## src/rtl/esd_pkg.sv

```systemverilog
// Shared types and constants for the escape sequence decoder.
package esd_pkg;

    localparam int QUEUE_DEPTH = 4;

    localparam logic [7:0] CH_BACKSLASH = 8'h5C;
    localparam logic [7:0] CH_SQUOTE    = 8'h27;
    localparam logic [7:0] CH_DQUOTE    = 8'h22;
    localparam logic [7:0] CH_QMARK     = 8'h3F;
    localparam logic [7:0] CH_N         = 8'h6E;
    localparam logic [7:0] CH_T         = 8'h74;
    localparam logic [7:0] CH_B         = 8'h62;
    localparam logic [7:0] CH_F         = 8'h66;
    localparam logic [7:0] CH_A         = 8'h61;
    localparam logic [7:0] CH_X_LOWER   = 8'h78;
    localparam logic [7:0] CH_X_UPPER   = 8'h58;

    localparam logic [7:0] BYTE_NEWLINE = 8'h0A;
    localparam logic [7:0] BYTE_TAB     = 8'h09;
    localparam logic [7:0] BYTE_BSPACE  = 8'h08;
    localparam logic [7:0] BYTE_FFEED   = 8'h0C;
    localparam logic [7:0] BYTE_BELL    = 8'h07;

    typedef enum logic [1:0] {
        MODE_PLAIN,
        MODE_ESC,
        MODE_OCT,
        MODE_HEX
    } mode_t;

    typedef struct packed {
        logic [7:0] in_byte;
        logic       in_last;
    } in_t;

    typedef struct packed {
        logic [7:0] out_byte;
        logic       out_error;
        logic       out_last;
    } out_t;

    // One queue entry: the results of one input byte (one or two).
    typedef struct packed {
        logic two;
        out_t first;
        out_t second;
    } pair_t;

endpackage

```

## src/rtl/escape_sequence_decoder.sv

```systemverilog
// Top level of the C-style escape sequence decoder.
// A result passes through the result queue and then the output register to m_.
// Throughput: one input byte per cycle while the queue has room; a byte yielding
// two results holds the output register for two transfers, absorbed by the queue.
// Reset (aresetn low, synchronous): escape state to plain text, queue and
// output register emptied.
module escape_sequence_decoder #(
    parameter int QUEUE_DEPTH = esd_pkg::QUEUE_DEPTH
) (
    input  logic            aclk,
    input  logic            aresetn,
    input  logic            s_valid,
    output logic            s_ready,
    input  esd_pkg::in_t    s_data,
    output logic            m_valid,
    input  logic            m_ready,
    output esd_pkg::out_t   m_data
);

    // Front to queue: one entry per input byte that yields any result.
    logic            push;
    esd_pkg::pair_t  push_data;
    logic            q_full;

    // Queue to back end.
    logic            pop;
    esd_pkg::pair_t  pop_data;
    logic            q_empty;

    // Decode the byte stream; stall input only when the queue is full.
    esd_front u_front (
        .aclk    (aclk),
        .aresetn (aresetn),
        .s_valid (s_valid),
        .s_ready (s_ready),
        .s_data  (s_data),
        .q_full  (q_full),
        .q_push  (push),
        .q_data  (push_data)
    );

    // Hold result pairs so the front keeps going while the output stalls.
    esd_queue #(
        .DEPTH (QUEUE_DEPTH)
    ) u_queue (
        .aclk    (aclk),
        .aresetn (aresetn),
        .push    (push),
        .wr_data (push_data),
        .pop     (pop),
        .rd_data (pop_data),
        .full    (q_full),
        .empty   (q_empty)
    );

    // Split each pair into single-result transfers on the m_ channel.
    esd_back u_back (
        .aclk    (aclk),
        .aresetn (aresetn),
        .q_empty (q_empty),
        .q_data  (pop_data),
        .q_pop   (pop),
        .m_valid (m_valid),
        .m_ready (m_ready),
        .m_data  (m_data)
    );

endmodule

```

## src/rtl/esd_front.sv

```systemverilog
// Front end: accepts text bytes, tracks escape state, forms result pairs.
module esd_front (
    input  logic             aclk,
    input  logic             aresetn,
    input  logic             s_valid,
    output logic             s_ready,
    input  esd_pkg::in_t     s_data,
    input  logic             q_full,
    output logic             q_push,
    output esd_pkg::pair_t   q_data
);

    esd_pkg::mode_t mode_reg, mode_next;
    logic [7:0]     acc_reg, acc_next;
    logic [1:0]     dc_reg, dc_next;

    esd_pkg::out_t  res [2];
    logic [1:0]     n;
    logic           accept;

    always_comb begin
        logic [7:0] c;
        logic       is_oct;
        logic       is_hex;
        logic [3:0] hv;
        logic       do_plain;

        c        = s_data.in_byte;
        is_oct   = (c[7:3] == 5'b00110);
        is_hex   = 1'b0;
        hv       = 4'd0;
        if (c >= 8'h30 && c <= 8'h39) begin
            is_hex = 1'b1;
            hv     = c[3:0];
        end else if ((c >= 8'h61 && c <= 8'h66) || (c >= 8'h41 && c <= 8'h46)) begin
            is_hex = 1'b1;
            hv     = c[3:0] + 4'd9;
        end

        mode_next = mode_reg;
        acc_next  = acc_reg;
        dc_next   = dc_reg;
        n         = 2'd0;
        do_plain  = 1'b0;
        res[0]    = '0;
        res[1]    = '0;

        case (mode_reg)
            esd_pkg::MODE_PLAIN: begin
                do_plain = 1'b1;
            end
            esd_pkg::MODE_ESC: begin
                mode_next = esd_pkg::MODE_PLAIN;
                case (c)
                    esd_pkg::CH_SQUOTE, esd_pkg::CH_DQUOTE,
                    esd_pkg::CH_BACKSLASH, esd_pkg::CH_QMARK: begin
                        res[0] = '{out_byte: c, out_error: 1'b0, out_last: 1'b0};
                        n = 2'd1;
                    end
                    esd_pkg::CH_N: begin
                        res[0] = '{out_byte: esd_pkg::BYTE_NEWLINE, out_error: 1'b0,
                                   out_last: 1'b0};
                        n = 2'd1;
                    end
                    esd_pkg::CH_T: begin
                        res[0] = '{out_byte: esd_pkg::BYTE_TAB, out_error: 1'b0,
                                   out_last: 1'b0};
                        n = 2'd1;
                    end
                    esd_pkg::CH_B: begin
                        res[0] = '{out_byte: esd_pkg::BYTE_BSPACE, out_error: 1'b0,
                                   out_last: 1'b0};
                        n = 2'd1;
                    end
                    esd_pkg::CH_F: begin
                        res[0] = '{out_byte: esd_pkg::BYTE_FFEED, out_error: 1'b0,
                                   out_last: 1'b0};
                        n = 2'd1;
                    end
                    esd_pkg::CH_A: begin
                        res[0] = '{out_byte: esd_pkg::BYTE_BELL, out_error: 1'b0,
                                   out_last: 1'b0};
                        n = 2'd1;
                    end
                    default: begin
                        if (is_oct) begin
                            mode_next = esd_pkg::MODE_OCT;
                            acc_next  = {5'd0, c[2:0]};
                            dc_next   = 2'd1;
                        end else if (c == esd_pkg::CH_X_LOWER || c == esd_pkg::CH_X_UPPER) begin
                            mode_next = esd_pkg::MODE_HEX;
                            acc_next  = c;
                            dc_next   = 2'd0;
                        end else begin
                            res[0] = '{out_byte: c, out_error: 1'b1, out_last: 1'b0};
                            n = 2'd1;
                        end
                    end
                endcase
            end
            esd_pkg::MODE_OCT: begin
                if (is_oct) begin
                    acc_next = {acc_reg[4:0], c[2:0]};
                    dc_next  = dc_reg + 2'd1;
                    if (dc_next == 2'd3) begin
                        res[0]    = '{out_byte: acc_next, out_error: 1'b0, out_last: 1'b0};
                        n         = 2'd1;
                        mode_next = esd_pkg::MODE_PLAIN;
                        acc_next  = 8'd0;
                        dc_next   = 2'd0;
                    end
                end else begin
                    res[0]    = '{out_byte: acc_reg, out_error: 1'b0, out_last: 1'b0};
                    n         = 2'd1;
                    mode_next = esd_pkg::MODE_PLAIN;
                    acc_next  = 8'd0;
                    dc_next   = 2'd0;
                    do_plain  = 1'b1;
                end
            end
            esd_pkg::MODE_HEX: begin
                if (is_hex) begin
                    acc_next = (dc_reg == 2'd0) ? {4'd0, hv} : {acc_reg[3:0], hv};
                    dc_next  = 2'd1;
                end else begin
                    res[0]    = '{out_byte: acc_reg, out_error: (dc_reg == 2'd0),
                                  out_last: 1'b0};
                    n         = 2'd1;
                    mode_next = esd_pkg::MODE_PLAIN;
                    acc_next  = 8'd0;
                    dc_next   = 2'd0;
                    do_plain  = 1'b1;
                end
            end
            default: begin
                mode_next = esd_pkg::MODE_PLAIN;
            end
        endcase

        // Handle the byte as plain text.
        if (do_plain) begin
            if (c == esd_pkg::CH_BACKSLASH) begin
                mode_next = esd_pkg::MODE_ESC;
            end else begin
                res[n[0]] = '{out_byte: c, out_error: 1'b0, out_last: 1'b0};
                n = n + 2'd1;
            end
        end

        // Flush whatever escape is still open at end of stream.
        if (s_data.in_last) begin
            case (mode_next)
                esd_pkg::MODE_ESC: begin
                    res[n[0]] = '{out_byte: esd_pkg::CH_BACKSLASH, out_error: 1'b1,
                                  out_last: 1'b0};
                    n = n + 2'd1;
                end
                esd_pkg::MODE_OCT: begin
                    res[n[0]] = '{out_byte: acc_next, out_error: 1'b0, out_last: 1'b0};
                    n = n + 2'd1;
                end
                esd_pkg::MODE_HEX: begin
                    res[n[0]] = '{out_byte: acc_next, out_error: (dc_next == 2'd0),
                                  out_last: 1'b0};
                    n = n + 2'd1;
                end
                default: begin
                end
            endcase
            mode_next = esd_pkg::MODE_PLAIN;
            acc_next  = 8'd0;
            dc_next   = 2'd0;
            if (n == 2'd2) begin
                res[1].out_last = 1'b1;
            end else begin
                res[0].out_last = 1'b1;
            end
        end
    end

    assign s_ready = !q_full;
    assign accept  = s_valid && s_ready;
    assign q_push  = accept && (n != 2'd0);
    assign q_data  = '{two: n[1], first: res[0], second: res[1]};

    always_ff @(posedge aclk) begin
        if (!aresetn) begin
            mode_reg <= esd_pkg::MODE_PLAIN;
            acc_reg  <= 8'd0;
            dc_reg   <= 2'd0;
        end else if (accept) begin
            mode_reg <= mode_next;
            acc_reg  <= acc_next;
            dc_reg   <= dc_next;
        end
    end

endmodule

```

## src/rtl/esd_queue.sv

```systemverilog
// Small FIFO of result pairs between the front and back ends.
module esd_queue #(
    parameter int DEPTH = esd_pkg::QUEUE_DEPTH
) (
    input  logic             aclk,
    input  logic             aresetn,
    input  logic             push,
    input  esd_pkg::pair_t   wr_data,
    input  logic             pop,
    output esd_pkg::pair_t   rd_data,
    output logic             full,
    output logic             empty
);

    localparam int PW = (DEPTH > 1) ? $clog2(DEPTH) : 1;
    localparam int CW = $clog2(DEPTH + 1);
    localparam logic [PW-1:0] LAST_PTR = PW'(DEPTH - 1);

    esd_pkg::pair_t entries [DEPTH];
    logic [PW-1:0]  wr_ptr_reg, rd_ptr_reg;
    logic [CW-1:0]  count_reg;
    logic           do_push, do_pop;

    assign full    = (count_reg == CW'(DEPTH));
    assign empty   = (count_reg == '0);
    assign do_push = push && !full;
    assign do_pop  = pop && !empty;
    assign rd_data = entries[rd_ptr_reg];

    always_ff @(posedge aclk) begin
        if (do_push) begin
            entries[wr_ptr_reg] <= wr_data;
        end
    end

    always_ff @(posedge aclk) begin
        if (!aresetn) begin
            wr_ptr_reg <= '0;
            rd_ptr_reg <= '0;
            count_reg  <= '0;
        end else begin
            if (do_push) begin
                wr_ptr_reg <= (wr_ptr_reg == LAST_PTR) ? '0 : wr_ptr_reg + 1'b1;
            end
            if (do_pop) begin
                rd_ptr_reg <= (rd_ptr_reg == LAST_PTR) ? '0 : rd_ptr_reg + 1'b1;
            end
            if (do_push && !do_pop) begin
                count_reg <= count_reg + 1'b1;
            end else if (do_pop && !do_push) begin
                count_reg <= count_reg - 1'b1;
            end
        end
    end

endmodule

```

## src/rtl/esd_back.sv

```systemverilog
// Back end: drains result pairs one result per transfer into the output register.
module esd_back (
    input  logic             aclk,
    input  logic             aresetn,
    input  logic             q_empty,
    input  esd_pkg::pair_t   q_data,
    output logic             q_pop,
    output logic             m_valid,
    input  logic             m_ready,
    output esd_pkg::out_t    m_data
);

    logic           m_valid_reg, m_valid_next;
    esd_pkg::out_t  m_data_reg, m_data_next;
    logic           sec_valid_reg, sec_valid_next;
    esd_pkg::out_t  sec_reg, sec_next;
    logic           out_free;

    assign out_free = !m_valid_reg || m_ready;

    always_comb begin
        m_valid_next   = m_valid_reg;
        m_data_next    = m_data_reg;
        sec_valid_next = sec_valid_reg;
        sec_next       = sec_reg;
        q_pop          = 1'b0;
        if (out_free) begin
            if (sec_valid_reg) begin
                m_data_next    = sec_reg;
                m_valid_next   = 1'b1;
                sec_valid_next = 1'b0;
            end else if (!q_empty) begin
                m_data_next    = q_data.first;
                m_valid_next   = 1'b1;
                sec_valid_next = q_data.two;
                sec_next       = q_data.second;
                q_pop          = 1'b1;
            end else begin
                m_valid_next = 1'b0;
            end
        end
    end

    always_ff @(posedge aclk) begin
        if (!aresetn) begin
            m_valid_reg   <= 1'b0;
            sec_valid_reg <= 1'b0;
        end else begin
            m_valid_reg   <= m_valid_next;
            sec_valid_reg <= sec_valid_next;
        end
    end

    always_ff @(posedge aclk) begin
        m_data_reg <= m_data_next;
        sec_reg    <= sec_next;
    end

    assign m_valid = m_valid_reg;
    assign m_data  = m_data_reg;

endmodule
```

## config.mk

```make
export PLATFORM = sky130hd
export DESIGN_NAME = escape_sequence_decoder
export DESIGN_NICKNAME = d
export VERILOG_FILES = /design/src/rtl/esd_pkg.sv /design/src/rtl/escape_sequence_decoder.sv /design/src/rtl/esd_front.sv /design/src/rtl/esd_queue.sv /design/src/rtl/esd_back.sv
export SDC_FILE = /design/constraint.sdc
export NUM_CORES = 1
export LEC_CHECK = 0
export BUFFER_PORTS_ARGS = -buffer_cell sky130_fd_sc_hd__buf_2
export CAP_MARGIN = 20
export CORE_MARGIN = 2
export CORE_UTILIZATION = 45
export DETAILED_ROUTE_END_ITERATION = 10
export PLACE_DENSITY = 0.58
export SLEW_MARGIN = 40
export SYNTH_ARGS = -nofsm -noshare
export SYNTH_HDL_FRONTEND = slang
export SYNTH_SLANG_ARGS = --single-unit
```

## constraint.sdc

```tcl
create_clock -name aclk -period 6.2 [get_ports aclk]
set_input_delay 0.31 -clock aclk [delete_from_list [all_inputs] [get_ports aclk]]
set_output_delay 0.31 -clock aclk [all_outputs]
set_load 0.01 [all_outputs]
```

==> summary.md <==
| Metric | Value |
|---|---|
| Status | finished clean |
| Area post-placement | 6390 um2 |
| Layout area overhead | 14.4% |
| CP arrival | about 4.3 ns |
| Final Cycle Share | 0.636 |
| Max Slew Vio Count | 0 |
| Min cycle time layout | slightly below 4 ns |
| Clk slew on worst S/H paths | 0.06 ns |
| Fin worst setup slack | 2.26 ns |
| VDD IR-drop max | 0.000171 V |
| Initial DRT Pass Iterations | 7 |
| Die W | 120 um |
| Total grt overflow | 0 |
| Critical Path Stages | 21 |
| Max reg flops | between 80 and 90 |
| Slowest cell on the critical path | ha_1 |
| # port buffers | 24 |
| Rel. slew slack | 0.487 |
| Worst r2r src | u_front.mode_reg[0] |
| FILL cells | around 1100 |
| CTS buffer count | 17 |
| Setup crit start | s_data[1] |
| Synth Cell Area | 6100 um2 |
| Max Freq | around 250 MHz |
| HP Start | m_ready |
| Routed wire length | 13600 um |
| Final Setup Violations | 0 |
| Sequential fraction of the synthesis area | 0.587 |
| Final nets | approximately 510 |
| Reg2Reg Setup Slack | ~2.4 ns |
| Worst Hold End | u_back.sec_valid_reg |
| GPL Wtd Cong | approximately 0.92 |
| # resized after CTS | 0 |
| CTS tree | yes |
| Post-synth net total | roughly 480 |
| RSZ-0062 raised after global routing | no |
| Initial antenna violation count | 0 |
| Tot GR Track Use | 0.202 |
| Max cap viols | 0 |
| Worst Skew | 0.0105 ns |
| Post-synth ARST share | 0 |
| Syn_area_per_cell | 13.4 um2 |
| Reg2Reg Capture Point | u_queue.count_reg[2] |
| Postcts setup bufs | 0 |
| DR vias | slightly below 4000 |
| DP HPWL | 9080 um |
| Largest net degree at the start of global routing | 25 |
| Worst-case clock buffer depth | 2 |
| Synth cell types | 64 |
| Crit-path leading delay family | simple AND/OR/NAND/NOR gates |
| Cell Rows | 42 |
| Number of synthesized register bits | between 100 and 150 |
| CP Class | in -> reg |
| Via-to-Cell Ratio | 5.87 |
| Sink Count | 127 |
| Fin area | 6980 um2 |
| Setup TNS | 0 ns |
| # DRC | 0 |
| Final Hold Fails | 0 |
| Number of synthesized flops with an enable pin | 104 |
| Worst hold path type | in -> reg |
| Worst slew pin tran | 0.769 ns |
| Number of global-route vias before repair | 3917 |
| CTS root buffer | clkbuf_16 |
| Critical path endpoint category | flop |
| Setup WS pre-CTS | 1.89 ns |
| Critical Path RT | around 6.5 ns |
| Die area | approximately 15000 um2 |
| Worst-Skew Late Latency | around 0.41 ns |
| First-pass GRT wire length | 21800 um |
| Iter 0 DRT Violations | 340 |
| FF-to-FF path depth | 13 |
| Final ANT Viol Nets | 0 |
| Hold Path Depth | 4 |
| Pwr dens | around 390 nW/um2 |
| Buf/Inv on CP | 3 |
| H-tree depth reported by CTS | 4 |
| Die span in y | 120 um |
| ANT cells | 0 |
| Sequential cell area | roughly 3600 um2 |
| Initial Utilization | 0.461 |
| IO Pins | 25 |
| Cts hold-fix bufs | 0 |
| Crit-path max cell delay | 0.41 ns |
| Core area | 13200 um2 |
| Share of cells above drive strength 1 | 0.215 |
| Crit start category | input port |
| Multi-input gate area | 2390 um2 |
| Syn Inst Count | 456 |
| Crit path cell chain | buf_2 -> inv_1 -> ha_1 -> nor3b_1 -> and4bb_1 -> a21oi_2 -> nand2_1 -> o21ai_0 -> nand2_1 -> o21ai_0 -> ha_1 -> nor2b_1 -> o21ai_0 -> a21oi_1 -> nor3_4 -> ha_1 -> inv_1 -> fa_1 -> xor2_1 -> or3_1 -> a21boi_0 |
| Yosys warnings | 0 |
| Crit Path Max Fanout | 11 |
| Hold WS | 0.342 ns |
| Leakage dissipation | approximately 0.0025 uW |
| Main synth FF type | edfxtp_1 |
| WL per Instance | 20.4 um |
[logic make-up (layout without fill, tap and decap cells)]
family	count (synthesis)	count (layout)	synth area share
fa+ha+maj	12	12	0.0258
compound gates	99	99	0.110
mux	40	40	0.112
xor+xnor	5	5	0.00718
flops	127	127	0.587
buf+inv	32	69	0.0234
simple gates	141	141	0.135
[routing by layer]
metal,global-route usage,wire [um],up-vias
met5,0,0,-
met4,0.0741,248,0
met2,0.322,6510,128
met3,0.0401,684,21
li1,-,-,1814
met1,0.276,6180,1963
[worst min-delay path, cell delays in order]
cell     delay, ns
buf_2         0.07
nor2b_1       0.07
a22oi_1       0.18
nor2b_1       0.06
[layout by cell type, fill, tap and decap left out, drive strengths merged, types with 3 or more instances in the layout]
cell type,synthesis,final
a211oi,3,3
and3,4,4
nand2,34,34
buf,14,31
xnor2,4,4
a21o,9,9
a222oi,4,4
clkinv,0,5
clkbuf,10,17
or3,3,3
nor3b,5,5
nand2b,4,4
a221o,3,3
mux2i,7,7
and4bb,3,3
ha,11,11
nor4,3,3
bufinv,0,3
mux2,12,12
and2,17,17
nand3,8,8
o21ai,23,23
a21boi,5,5
a31oi,10,10
mux4,21,21
edfxtp,104,104
nor2b,17,17
a22oi,10,10
a21oi,18,18
inv,8,12
nor2,24,24
dfxtp,23,23
nor3,9,9
a32oi,4,4
[cells in the mapped netlist (all sizes together), types with 3 or more instances]
library cell | instances | area, um2
edfxtp | 104 | 3120
nand2 | 34 | 128
nor2 | 24 | 90.1
dfxtp | 23 | 460
o21ai | 23 | 119
mux4 | 21 | 473
a21oi | 18 | 93.8
and2 | 17 | 109
nor2b | 17 | 106
buf | 14 | 75.1
mux2 | 12 | 139
ha | 11 | 138
a22oi | 10 | 75.1
a31oi | 10 | 62.6
clkbuf | 10 | 37.5
a21o | 9 | 67.6
nor3 | 9 | 66.3
inv | 8 | 30.0
nand3 | 8 | 40.0
mux2i | 7 | 70.1
a21boi | 5 | 37.5
nor3b | 5 | 37.5
a222oi | 4 | 40.0
a32oi | 4 | 35.0
and3 | 4 | 25.0
nand2b | 4 | 32.5
xnor2 | 4 | 35.0
a211oi | 3 | 27.5
a221o | 3 | 30.0
and4bb | 3 | 37.5
nor4 | 3 | 33.8
or3 | 3 | 18.8
[power breakdown]
part	switching (uW)	internal [uW]
logic	282	244
clock network	370	630
registers	64.7	1110
[per-stage QoR]
stage,power (uW),instances,utilization
after floorplan,1550,456,-
final,2700,669,0.527
after global placement,1720,639,0.482
after global routing,2830,669,0.527
after detailed placement,1730,639,0.483
after CTS,2730,669,0.527
[worst max path at each step]
stage	end	slack, ns
final	u_queue.count_reg[2]	2.26
after global routing	u_queue.count_reg[2]	1.96
after CTS	u_queue.count_reg[2]	2.32
after detailed placement	u_queue.count_reg[2]	1.89
after global placement	u_queue.count_reg[2]	2.05
after floorplan	u_queue.count_reg[2]	2.31
[cell type report]
| cell class | count | area share |
|---|---|---|
| Inverter | 8 | 0.00430 |
| Tap cell | 176 | 0.0315 |
| Clock inverter | 13 | 0.0233 |
| Timing Repair Buffer | 31 | 0.0247 |
| Multi-Input combinational cell | 297 | 0.342 |
| Clock buffer | 17 | 0.0609 |
| Sequential cell | 127 | 0.513 |
Note: power is estimated with default switching activity, not from simulation.
